<file path="config.mk">
export PLATFORM = sky130hd
export DESIGN_NAME = i2c_master_byte_engine
export DESIGN_NICKNAME = d
export VERILOG_FILES = /design/src/rtl/i2cmbe_pkg.sv /design/src/rtl/i2c_master_byte_engine.sv
export SDC_FILE = /design/constraint.sdc
export NUM_CORES = 1
export LEC_CHECK = 0
export BUFFER_PORTS_ARGS = -buffer_cell sky130_fd_sc_hd__buf_4
export CAP_MARGIN = 5
export CORE_UTILIZATION = 29
export DETAILED_ROUTE_END_ITERATION = 8
export PLACE_DENSITY = 0.5
export SKIP_CTS_REPAIR_TIMING = 1
export SLEW_MARGIN = 0
export SYNTH_ARGS = -nofsm -noshare
export SYNTH_HDL_FRONTEND = slang
export SYNTH_SLANG_ARGS = --single-unit
</file>
<file path="constraint.sdc">
create_clock -name clk -period 10.7 [get_ports clk]
set_input_delay 2.675 -clock clk [delete_from_list [all_inputs] [get_ports clk]]
set_output_delay 2.675 -clock clk [all_outputs]
set_load 0.01 [all_outputs]
</file>
<file path="src/rtl/i2cmbe_pkg.sv">
package i2cmbe_pkg;

    // command codes carried in the op field
    localparam logic [2:0] OP_TICK  = 3'd0;
    localparam logic [2:0] OP_START = 3'd1;
    localparam logic [2:0] OP_STOP  = 3'd2;
    localparam logic [2:0] OP_WRITE = 3'd3;
    localparam logic [2:0] OP_READ  = 3'd4;

    // configuration register indexes
    localparam int unsigned CFG_ADDR_W = 1;
    localparam logic [CFG_ADDR_W-1:0] REG_HALF_PERIOD   = 1'd0;
    localparam logic [CFG_ADDR_W-1:0] REG_STRETCH_LIMIT = 1'd1;

    localparam int unsigned CFG_DATA_W = 16;
    localparam logic [15:0] HALF_PERIOD_RST   = 16'd15;
    localparam logic [15:0] STRETCH_LIMIT_RST = 16'd1000;

    // bit slots per byte; slot index 8 is the ACK slot
    localparam logic [3:0] ACK_SLOT = 4'd8;

    localparam int unsigned IN_DATA_W  = 16;
    localparam int unsigned OUT_DATA_W = 16;

endpackage

</file>
<file path="src/rtl/i2c_master_byte_engine.sv">
// I2C master byte engine: one bus tick per input word.
// Input stream (s_*): each word is one tick and carries a command code, the
// byte to write, the ACK choice for reads and the sampled SCL/SDA levels.
// A command (start, stop, write byte, read byte) is taken only while idle;
// one arriving while busy is ignored, codes 0 and 5..7 just advance time.
// Output stream (m_*): exactly one result word per input word, giving the
// open-drain pull-downs for SCL/SDA, busy, a done pulse, the ACK seen on the
// last write, the last byte read and the timeout flag.
// The result of a word is registered when the word is accepted.
// Throughput: one word per cycle unless stalled; the whole tick update is a single
// pass of the state machine between the state registers and the result register.
// Stalls: the result register acts as the output stage; a new word is taken
// whenever it is empty or being drained, so m_tready low stalls s_tready.
// Reset (rst_n low, asynchronous): engine idle, lines released, flags clear,
// half_period = 15, stretch_limit = 1000.
// Configuration (cfg_we/cfg_addr/cfg_wdata) is to be written while idle.
module i2c_master_byte_engine (
    input  logic                                clk,
    input  logic                                rst_n,
    // configuration write port
    input  logic                                cfg_we,
    input  logic [i2cmbe_pkg::CFG_ADDR_W-1:0]   cfg_addr,
    input  logic [i2cmbe_pkg::CFG_DATA_W-1:0]   cfg_wdata,
    // command/tick words
    input  logic                                s_tvalid,
    output logic                                s_tready,
    // [2:0] op, [10:3] tx_byte, [11] send_ack, [12] scl_in, [13] sda_in, [15:14] zero
    input  logic [i2cmbe_pkg::IN_DATA_W-1:0]    s_tdata,
    // result words
    output logic                                m_tvalid,
    input  logic                                m_tready,
    // [0] scl_pull_low, [1] sda_pull_low, [2] busy_res, [3] done_res,
    // [4] acked, [12:5] rx_byte, [13] timed_out, [15:14] zero
    output logic [i2cmbe_pkg::OUT_DATA_W-1:0]   m_tdata
);

    typedef enum logic [3:0] {
        PH_IDLE,
        PH_ST_A,
        PH_ST_B,
        PH_ST_C,
        PH_BIT_LOW,
        PH_BIT_WAIT,
        PH_BIT_HIGH,
        PH_SP_LOW,
        PH_SP_WAIT,
        PH_SP_HIGH,
        PH_SP_END
    } phase_t;

    // unpacked input word
    logic [2:0] op;
    logic [7:0] tx_byte;
    logic       send_ack;
    logic       scl_in;
    logic       sda_in;

    assign op       = s_tdata[2:0];
    assign tx_byte  = s_tdata[10:3];
    assign send_ack = s_tdata[11];
    assign scl_in   = s_tdata[12];
    assign sda_in   = s_tdata[13];

    // configuration
    logic [15:0] half_period_reg;
    logic [15:0] stretch_limit_reg;

    // engine state
    phase_t      phase_reg,         phase_next;
    logic [3:0]  bit_index_reg,     bit_index_next;
    logic [7:0]  shift_reg,         shift_next;
    logic [15:0] phase_timer_reg,   phase_timer_next;
    logic [15:0] stretch_timer_reg, stretch_timer_next;
    logic        scl_drive_reg,     scl_drive_next;
    logic        sda_drive_reg,     sda_drive_next;
    logic        ack_flag_reg,      ack_flag_next;
    logic        timeout_flag_reg,  timeout_flag_next;
    logic        ack_choice_reg,    ack_choice_next;
    logic        mode_read_reg,     mode_read_next;
    logic [7:0]  rx_last_reg,       rx_last_next;
    logic        done_next;

    // output stage
    logic                                out_valid_reg;
    logic [i2cmbe_pkg::OUT_DATA_W-1:0]   out_data_reg;
    logic [i2cmbe_pkg::OUT_DATA_W-1:0]   out_data_next;

    logic accept;

    assign s_tready = !out_valid_reg || m_tready;
    assign accept   = s_tvalid && s_tready;
    assign m_tvalid = out_valid_reg;
    assign m_tdata  = out_data_reg;

    // timers: zero in either register behaves as one
    logic [15:0] hp_eff;
    logic [15:0] lim_eff;
    logic [15:0] phase_inc;
    logic [15:0] stretch_inc;
    logic        half_done;
    logic        stretch_out;

    assign hp_eff      = (half_period_reg == 16'd0) ? 16'd1 : half_period_reg;
    assign lim_eff     = (stretch_limit_reg == 16'd0) ? 16'd1 : stretch_limit_reg;
    assign phase_inc   = phase_timer_reg + 16'd1;
    assign stretch_inc = stretch_timer_reg + 16'd1;
    assign half_done   = (phase_inc >= hp_eff);
    assign stretch_out = (stretch_inc >= lim_eff);

    // SDA pull-down for the low half of a bit slot
    function automatic logic slot_sda(input logic [3:0] idx, input logic rd,
                                      input logic ack_ch, input logic [7:0] sh);
        logic [2:0] pos;
        pos = ~idx[2:0];
        if (idx >= i2cmbe_pkg::ACK_SLOT)
            return rd ? ack_ch : 1'b0;
        else if (rd)
            return 1'b0;
        else
            return ~sh[pos];
    endfunction

    logic [2:0] cur_pos;
    assign cur_pos = ~bit_index_reg[2:0];

    always_comb
    begin
        phase_next         = phase_reg;
        bit_index_next     = bit_index_reg;
        shift_next         = shift_reg;
        phase_timer_next   = phase_timer_reg;
        stretch_timer_next = stretch_timer_reg;
        scl_drive_next     = scl_drive_reg;
        sda_drive_next     = sda_drive_reg;
        ack_flag_next      = ack_flag_reg;
        timeout_flag_next  = timeout_flag_reg;
        ack_choice_next    = ack_choice_reg;
        mode_read_next     = mode_read_reg;
        rx_last_next       = rx_last_reg;
        done_next          = 1'b0;

        case (phase_reg)
            PH_IDLE:
            begin
                if (op inside {[i2cmbe_pkg::OP_START:i2cmbe_pkg::OP_READ]})
                begin
                    timeout_flag_next  = 1'b0;
                    phase_timer_next   = 16'd0;
                    stretch_timer_next = 16'd0;
                    if (op == i2cmbe_pkg::OP_START)
                    begin
                        sda_drive_next = 1'b0;
                        phase_next     = PH_ST_A;
                    end
                    else if (op == i2cmbe_pkg::OP_STOP)
                    begin
                        sda_drive_next = 1'b1;
                        phase_next     = PH_SP_LOW;
                    end
                    else
                    begin
                        mode_read_next = (op == i2cmbe_pkg::OP_READ);
                        bit_index_next = 4'd0;
                        if (op == i2cmbe_pkg::OP_WRITE)
                        begin
                            ack_flag_next = 1'b0;
                            shift_next    = tx_byte;
                        end
                        else
                        begin
                            ack_choice_next = send_ack;
                            shift_next      = 8'd0;
                        end
                        scl_drive_next = 1'b1;
                        sda_drive_next = slot_sda(4'd0, mode_read_next,
                                                  ack_choice_next, shift_next);
                        phase_next     = PH_BIT_LOW;
                    end
                end
            end
            PH_ST_A:
            begin
                phase_timer_next = half_done ? 16'd0 : phase_inc;
                if (half_done)
                begin
                    scl_drive_next = 1'b0;
                    phase_next     = PH_ST_B;
                end
            end
            PH_ST_B:
            begin
                phase_timer_next = half_done ? 16'd0 : phase_inc;
                if (half_done)
                begin
                    sda_drive_next = 1'b1;
                    phase_next     = PH_ST_C;
                end
            end
            PH_ST_C:
            begin
                phase_timer_next = half_done ? 16'd0 : phase_inc;
                if (half_done)
                begin
                    scl_drive_next = 1'b1;
                    phase_next     = PH_IDLE;
                    done_next      = 1'b1;
                end
            end
            PH_BIT_LOW:
            begin
                phase_timer_next = half_done ? 16'd0 : phase_inc;
                if (half_done)
                begin
                    scl_drive_next     = 1'b0;
                    stretch_timer_next = 16'd0;
                    phase_next         = PH_BIT_WAIT;
                end
            end
            PH_BIT_WAIT:
            begin
                if (scl_in)
                begin
                    phase_timer_next = 16'd0;
                    phase_next       = PH_BIT_HIGH;
                end
                else
                begin
                    stretch_timer_next = stretch_inc;
                    if (stretch_out)
                    begin
                        timeout_flag_next = 1'b1;
                        if (!mode_read_reg)
                        begin
                            // write aborts, lines left as they are
                            ack_flag_next = 1'b0;
                            phase_next    = PH_IDLE;
                            done_next     = 1'b1;
                        end
                        else if (bit_index_reg[3])
                        begin
                            scl_drive_next = 1'b1;
                            sda_drive_next = 1'b0;
                            rx_last_next   = shift_reg;
                            phase_next     = PH_IDLE;
                            done_next      = 1'b1;
                        end
                        else
                        begin
                            // read: skip remaining data bits, go to ACK slot
                            bit_index_next   = i2cmbe_pkg::ACK_SLOT;
                            scl_drive_next   = 1'b1;
                            sda_drive_next   = ack_choice_reg;
                            phase_timer_next = 16'd0;
                            phase_next       = PH_BIT_LOW;
                        end
                    end
                end
            end
            PH_BIT_HIGH:
            begin
                phase_timer_next = half_done ? 16'd0 : phase_inc;
                if (half_done)
                begin
                    if (bit_index_reg[3])
                    begin
                        if (mode_read_reg)
                        begin
                            scl_drive_next = 1'b1;
                            sda_drive_next = 1'b0;
                            rx_last_next   = shift_reg;
                        end
                        else
                        begin
                            ack_flag_next  = ~sda_in;
                            scl_drive_next = 1'b1;
                        end
                        phase_next = PH_IDLE;
                        done_next  = 1'b1;
                    end
                    else
                    begin
                        if (mode_read_reg)
                            shift_next[cur_pos] = shift_reg[cur_pos] | sda_in;
                        bit_index_next = bit_index_reg + 4'd1;
                        scl_drive_next = 1'b1;
                        sda_drive_next = slot_sda(bit_index_next, mode_read_reg,
                                                  ack_choice_reg, shift_next);
                        phase_next     = PH_BIT_LOW;
                    end
                end
            end
            PH_SP_LOW:
            begin
                phase_timer_next = half_done ? 16'd0 : phase_inc;
                if (half_done)
                begin
                    scl_drive_next     = 1'b0;
                    stretch_timer_next = 16'd0;
                    phase_next         = PH_SP_WAIT;
                end
            end
            PH_SP_WAIT:
            begin
                if (scl_in)
                begin
                    phase_timer_next = 16'd0;
                    phase_next       = PH_SP_HIGH;
                end
                else
                begin
                    stretch_timer_next = stretch_inc;
                    if (stretch_out)
                    begin
                        // SDA stays pulled low
                        timeout_flag_next = 1'b1;
                        phase_next        = PH_IDLE;
                        done_next         = 1'b1;
                    end
                end
            end
            PH_SP_HIGH:
            begin
                phase_timer_next = half_done ? 16'd0 : phase_inc;
                if (half_done)
                begin
                    sda_drive_next = 1'b0;
                    phase_next     = PH_SP_END;
                end
            end
            PH_SP_END:
            begin
                phase_timer_next = half_done ? 16'd0 : phase_inc;
                if (half_done)
                begin
                    phase_next = PH_IDLE;
                    done_next  = 1'b1;
                end
            end
            default:
            begin
                phase_next = PH_IDLE;
            end
        endcase
    end

    assign out_data_next = {2'b00, timeout_flag_next, rx_last_next, ack_flag_next,
                            done_next, (phase_next != PH_IDLE),
                            sda_drive_next, scl_drive_next};

    // configuration registers
    always_ff @(posedge clk or negedge rst_n)
    begin
        if (!rst_n)
        begin
            half_period_reg   <= i2cmbe_pkg::HALF_PERIOD_RST;
            stretch_limit_reg <= i2cmbe_pkg::STRETCH_LIMIT_RST;
        end
        else if (cfg_we)
        begin
            case (cfg_addr)
                i2cmbe_pkg::REG_HALF_PERIOD:   half_period_reg   <= cfg_wdata;
                i2cmbe_pkg::REG_STRETCH_LIMIT: stretch_limit_reg <= cfg_wdata;
                default: ;
            endcase
        end
    end

    // engine state and result register
    always_ff @(posedge clk or negedge rst_n)
    begin
        if (!rst_n)
        begin
            phase_reg         <= PH_IDLE;
            bit_index_reg     <= 4'd0;
            shift_reg         <= 8'd0;
            phase_timer_reg   <= 16'd0;
            stretch_timer_reg <= 16'd0;
            scl_drive_reg     <= 1'b0;
            sda_drive_reg     <= 1'b0;
            ack_flag_reg      <= 1'b0;
            timeout_flag_reg  <= 1'b0;
            ack_choice_reg    <= 1'b0;
            mode_read_reg     <= 1'b0;
            rx_last_reg       <= 8'd0;
            out_valid_reg     <= 1'b0;
        end
        else
        begin
            if (accept)
            begin
                phase_reg         <= phase_next;
                bit_index_reg     <= bit_index_next;
                shift_reg         <= shift_next;
                phase_timer_reg   <= phase_timer_next;
                stretch_timer_reg <= stretch_timer_next;
                scl_drive_reg     <= scl_drive_next;
                sda_drive_reg     <= sda_drive_next;
                ack_flag_reg      <= ack_flag_next;
                timeout_flag_reg  <= timeout_flag_next;
                ack_choice_reg    <= ack_choice_next;
                mode_read_reg     <= mode_read_next;
                rx_last_reg       <= rx_last_next;
                out_valid_reg     <= 1'b1;
            end
            else if (m_tready)
            begin
                out_valid_reg <= 1'b0;
            end
        end
    end

    // payload of the result register, no reset needed
    always_ff @(posedge clk)
    begin
        if (accept)
            out_data_reg <= out_data_next;
    end

    // engine only moves on an accepted tick
    a_hold_state: assert property (@(posedge clk) disable iff (!rst_n)
        !accept |=> $stable(phase_reg) && $stable(shift_reg) && $stable(bit_index_reg))
        else $error("engine state moved without an accepted word");

    // idle ticks with no command keep the engine idle
    a_idle_tick: assert property (@(posedge clk) disable iff (!rst_n)
        accept && phase_reg == PH_IDLE &&
        !(op == i2cmbe_pkg::OP_START || op == i2cmbe_pkg::OP_STOP ||
          op == i2cmbe_pkg::OP_WRITE || op == i2cmbe_pkg::OP_READ)
        |=> phase_reg == PH_IDLE)
        else $error("engine left idle without a command");

    // slot counter never passes the ACK slot during a byte
    a_slot_range: assert property (@(posedge clk) disable iff (!rst_n)
        (phase_reg == PH_BIT_LOW || phase_reg == PH_BIT_WAIT || phase_reg == PH_BIT_HIGH)
        |-> bit_index_reg <= i2cmbe_pkg::ACK_SLOT)
        else $error("bit slot index out of range");

    // end of a start condition leaves SCL and SDA pulled low and the engine idle
    a_start_end: assert property (@(posedge clk) disable iff (!rst_n)
        accept && phase_reg == PH_ST_C && half_done
        |=> phase_reg == PH_IDLE && scl_drive_reg && sda_drive_reg)
        else $error("start condition did not finish with SCL low");

    // a done pulse in a result always comes with busy clear
    a_done_idle: assert property (@(posedge clk) disable iff (!rst_n)
        accept && done_next |=> m_tvalid && m_tdata[3] && !m_tdata[2])
        else $error("done reported while still busy");

endmodule
</file>
==> flow_metrics.env <==
export IMPL_yosysUniqueCellTypes=73
export IMPL_layout_common_cells="nand2_1 (91), o21ai_0 (87), dfrtp_1 (85)"
export IMPL_ir_worst_vdd_mv=0.0839
export IMPL_port_buffers=51
export IMPL_antenna_found_initial=0
export IMPL_postSynthAreaPerCell_um2=9.16
export IMPL_wl_per_cell_um=14.9
export IMPL_numCtsBuffers=9
export IMPL_synth_top_family_by_area="simple AND/OR/NAND/NOR gates"
export IMPL_initial_core_util_pct=29.8
export IMPL_postPlaceCellArea_mm2=0.00745
export IMPL_diodes=0
export IMPL_area_growth_pct=13.8
export IMPL_grt_overflow_total=0
export IMPL_grt_usage_pct=14.1
export IMPL_power_mw=1.36
export IMPL_fmax_ghz=0.173
export IMPL_fin_skew_ns=0.00920
export IMPL_hp_class="reg -> reg"
export IMPL_wl_mm=16.3
export IMPL_grt_pass1_wl_mm=26.9
export IMPL_synth_edf_count=14
export IMPL_critPathArrivalTime_ns=3.09
export IMPL_dieArea_mm2=0.0241
export IMPL_worst_slew_pin_slew_ns=1.25
export IMPL_floorplan_rows=55
export IMPL_layout_cells_non_filler=1092
export IMPL_dp_slack_ns=4.93
export IMPL_whs_ns=0.503
export IMPL_vias_per_cell=4.82
export IMPL_drt_iter0_markers=271
export IMPL_clk_pin_slew_ns=0.08
export IMPL_grt_setup_unrepaired="no"
export IMPL_final_common_cell="nand2_1"
export IMPL_first_pass_iters=4
export IMPL_pin_count=56
export IMPL_yosys_area_share_adder_pct=6.63
export IMPL_final_util_pct=33.9
export IMPL_synth_simple_area_share_pct=18.0
export IMPL_status="finished clean"
export IMPL_grt_max_degree=61
export IMPL_cp_end_kind="output pin"
export IMPL_synth_mux_area_share_pct=7.66
export IMPL_place_congestion=0.809
export IMPL_cts_tree="done"
export IMPL_powerDensity_mw_per_mm2=176
export IMPL_die_y_um=155
export IMPL_period_minus_slack_ns=5.77
export IMPL_maxSlewViolCount=0
export IMPL_seq_area_frac_synth_pct=41.3
export IMPL_design_area_mm2=0.00774
export IMPL_hold_viol_final=0
export IMPL_root_buffer="clkbuf_16"
export IMPL_grt_pass1_vias=5152
export IMPL_slew_headroom_pct=16.0
export IMPL_antenna_left=0
export IMPL_p_leak_nw=3.38
export IMPL_synth_compound_area_share_pct=17.2
export IMPL_syn_area_mm2=0.00680
export IMPL_drcViolationCount=0
export IMPL_cts_buffer_depth=2
export IMPL_critPathKind="in -> out"
export IMPL_setup_viol=0
export IMPL_cap_viol_max_count=0
export IMPL_drive_gt1_share_pct=17.6
export IMPL_die_w_um=155
export IMPL_ys_seq_elements=109
export IMPL_htreeDepth=3
export IMPL_num_nets_final=848
export IMPL_num_vias=5267
export IMPL_insertion_delay_ns=0.36
export IMPL_setup_slack_ns=4.93
export IMPL_crit_path_start_kind="primary input"
export IMPL_yosys_area_share_xor_xnor_pct=3.87
export IMPL_cts_num_sinks=109
export IMPL_syn_inst=742
export IMPL_required_ns=8.03
export IMPL_ys_async_sr_fraction_pct=87.2
export IMPL_dp_hpwl_mm=12.0
export IMPL_yosys_warnings=0
export IMPL_core_area_mm2=0.0228
export IMPL_fin_crit_sh_pct=53.9
export IMPL_cp_max_fo=3
export IMPL_synth_top_flop_cell="dfrtp_1"
export IMPL_finalSetupTns_ns=0
export IMPL_reg2reg_setup_slack_ns=5.63
export IMPL_placed_cells=1076
routing by layer:
metal / global-route usage [%] / share of wire [%] / up-vias
li1: - / - / 2702
met1: 19.4 / 49 / 2486
met2: 22.9 / 47 / 71
met3: 2.48 / 3.2 / 8
met4: 3.21 / 0.73 / 0
met5: 0 / 0 / -
power breakdown:
group          leakage (nW)  internal (mW)  switching, mW
logic                  1.89          0.187          0.240
registers              1.34          0.494          0.105
clock network         0.144          0.164          0.171
critical path, stage by stage:
cell	delay, ns
buf_4	0.10
nand2b_1	0.16
buf_4	0.15
logic make-up after synthesis:
| family | count (synthesis) |
|---|---|
| DFF | 109 |
| and+or+nand+nor | 253 |
| adders and majority gates | 36 |
| xor gates and xnor gates | 30 |
| other | 1 |
| buffers and inverters | 83 |
| AOI/OAI and AO/OA | 189 |
| muxes | 41 |
path summary, 6_finish.rpt:
path,start,to,cells past startpoint
hold / removal,stretch_timer_reg[15],stretch_timer_reg[15],1
hold reg to reg,stretch_timer_reg[15],stretch_timer_reg[15],1
setup / recovery,m_tready,s_tready,3
max in group asynchronous,rst_n,stretch_limit_reg[13],2
setup reg to reg,phase_timer_reg[0],shift_reg[0],18
min in group asynchronous,rst_n,rx_last_reg[4],1
cells in the mapped netlist (5+ instances only):
library cell,instances,area share [%]
a211oi_1,7,0.77
a21oi_1,36,2.7
a31oi_1,7,0.64
and3_1,10,0.92
buf_2,9,0.66
clkbuf_1,19,1.0
dfrtp_1,85,31
dfstp_2,10,3.9
edfxtp_1,14,6.2
ha_1,36,6.6
inv_1,46,2.5
mux2_2,26,4.3
mux2_4,8,1.8
nand2_1,91,5.0
nand2b_1,15,1.4
nand3_1,20,1.5
nand4_1,7,0.64
nor2_1,56,3.1
nor2b_1,5,0.46
nor3_1,12,0.88
nor4_1,11,1.0
o21ai_0,87,6.4
o31ai_1,9,0.99
or3_1,6,0.55
xnor2_1,18,2.3
xor2_1,12,1.5
layout make-up:
class | count | area (um2)
Clock buffer | 9 | 225
Inverter | 46 | 173
Clock inverter | 7 | 61.3
Multi-Input combinational cell | 551 | 3650
Fill cell | 2368 | 15100
Sequential cell | 109 | 2810
Tap cell | 313 | 392
Timing Repair Buffer | 57 | 428
Note: power is estimated with default switching activity, not from simulation.
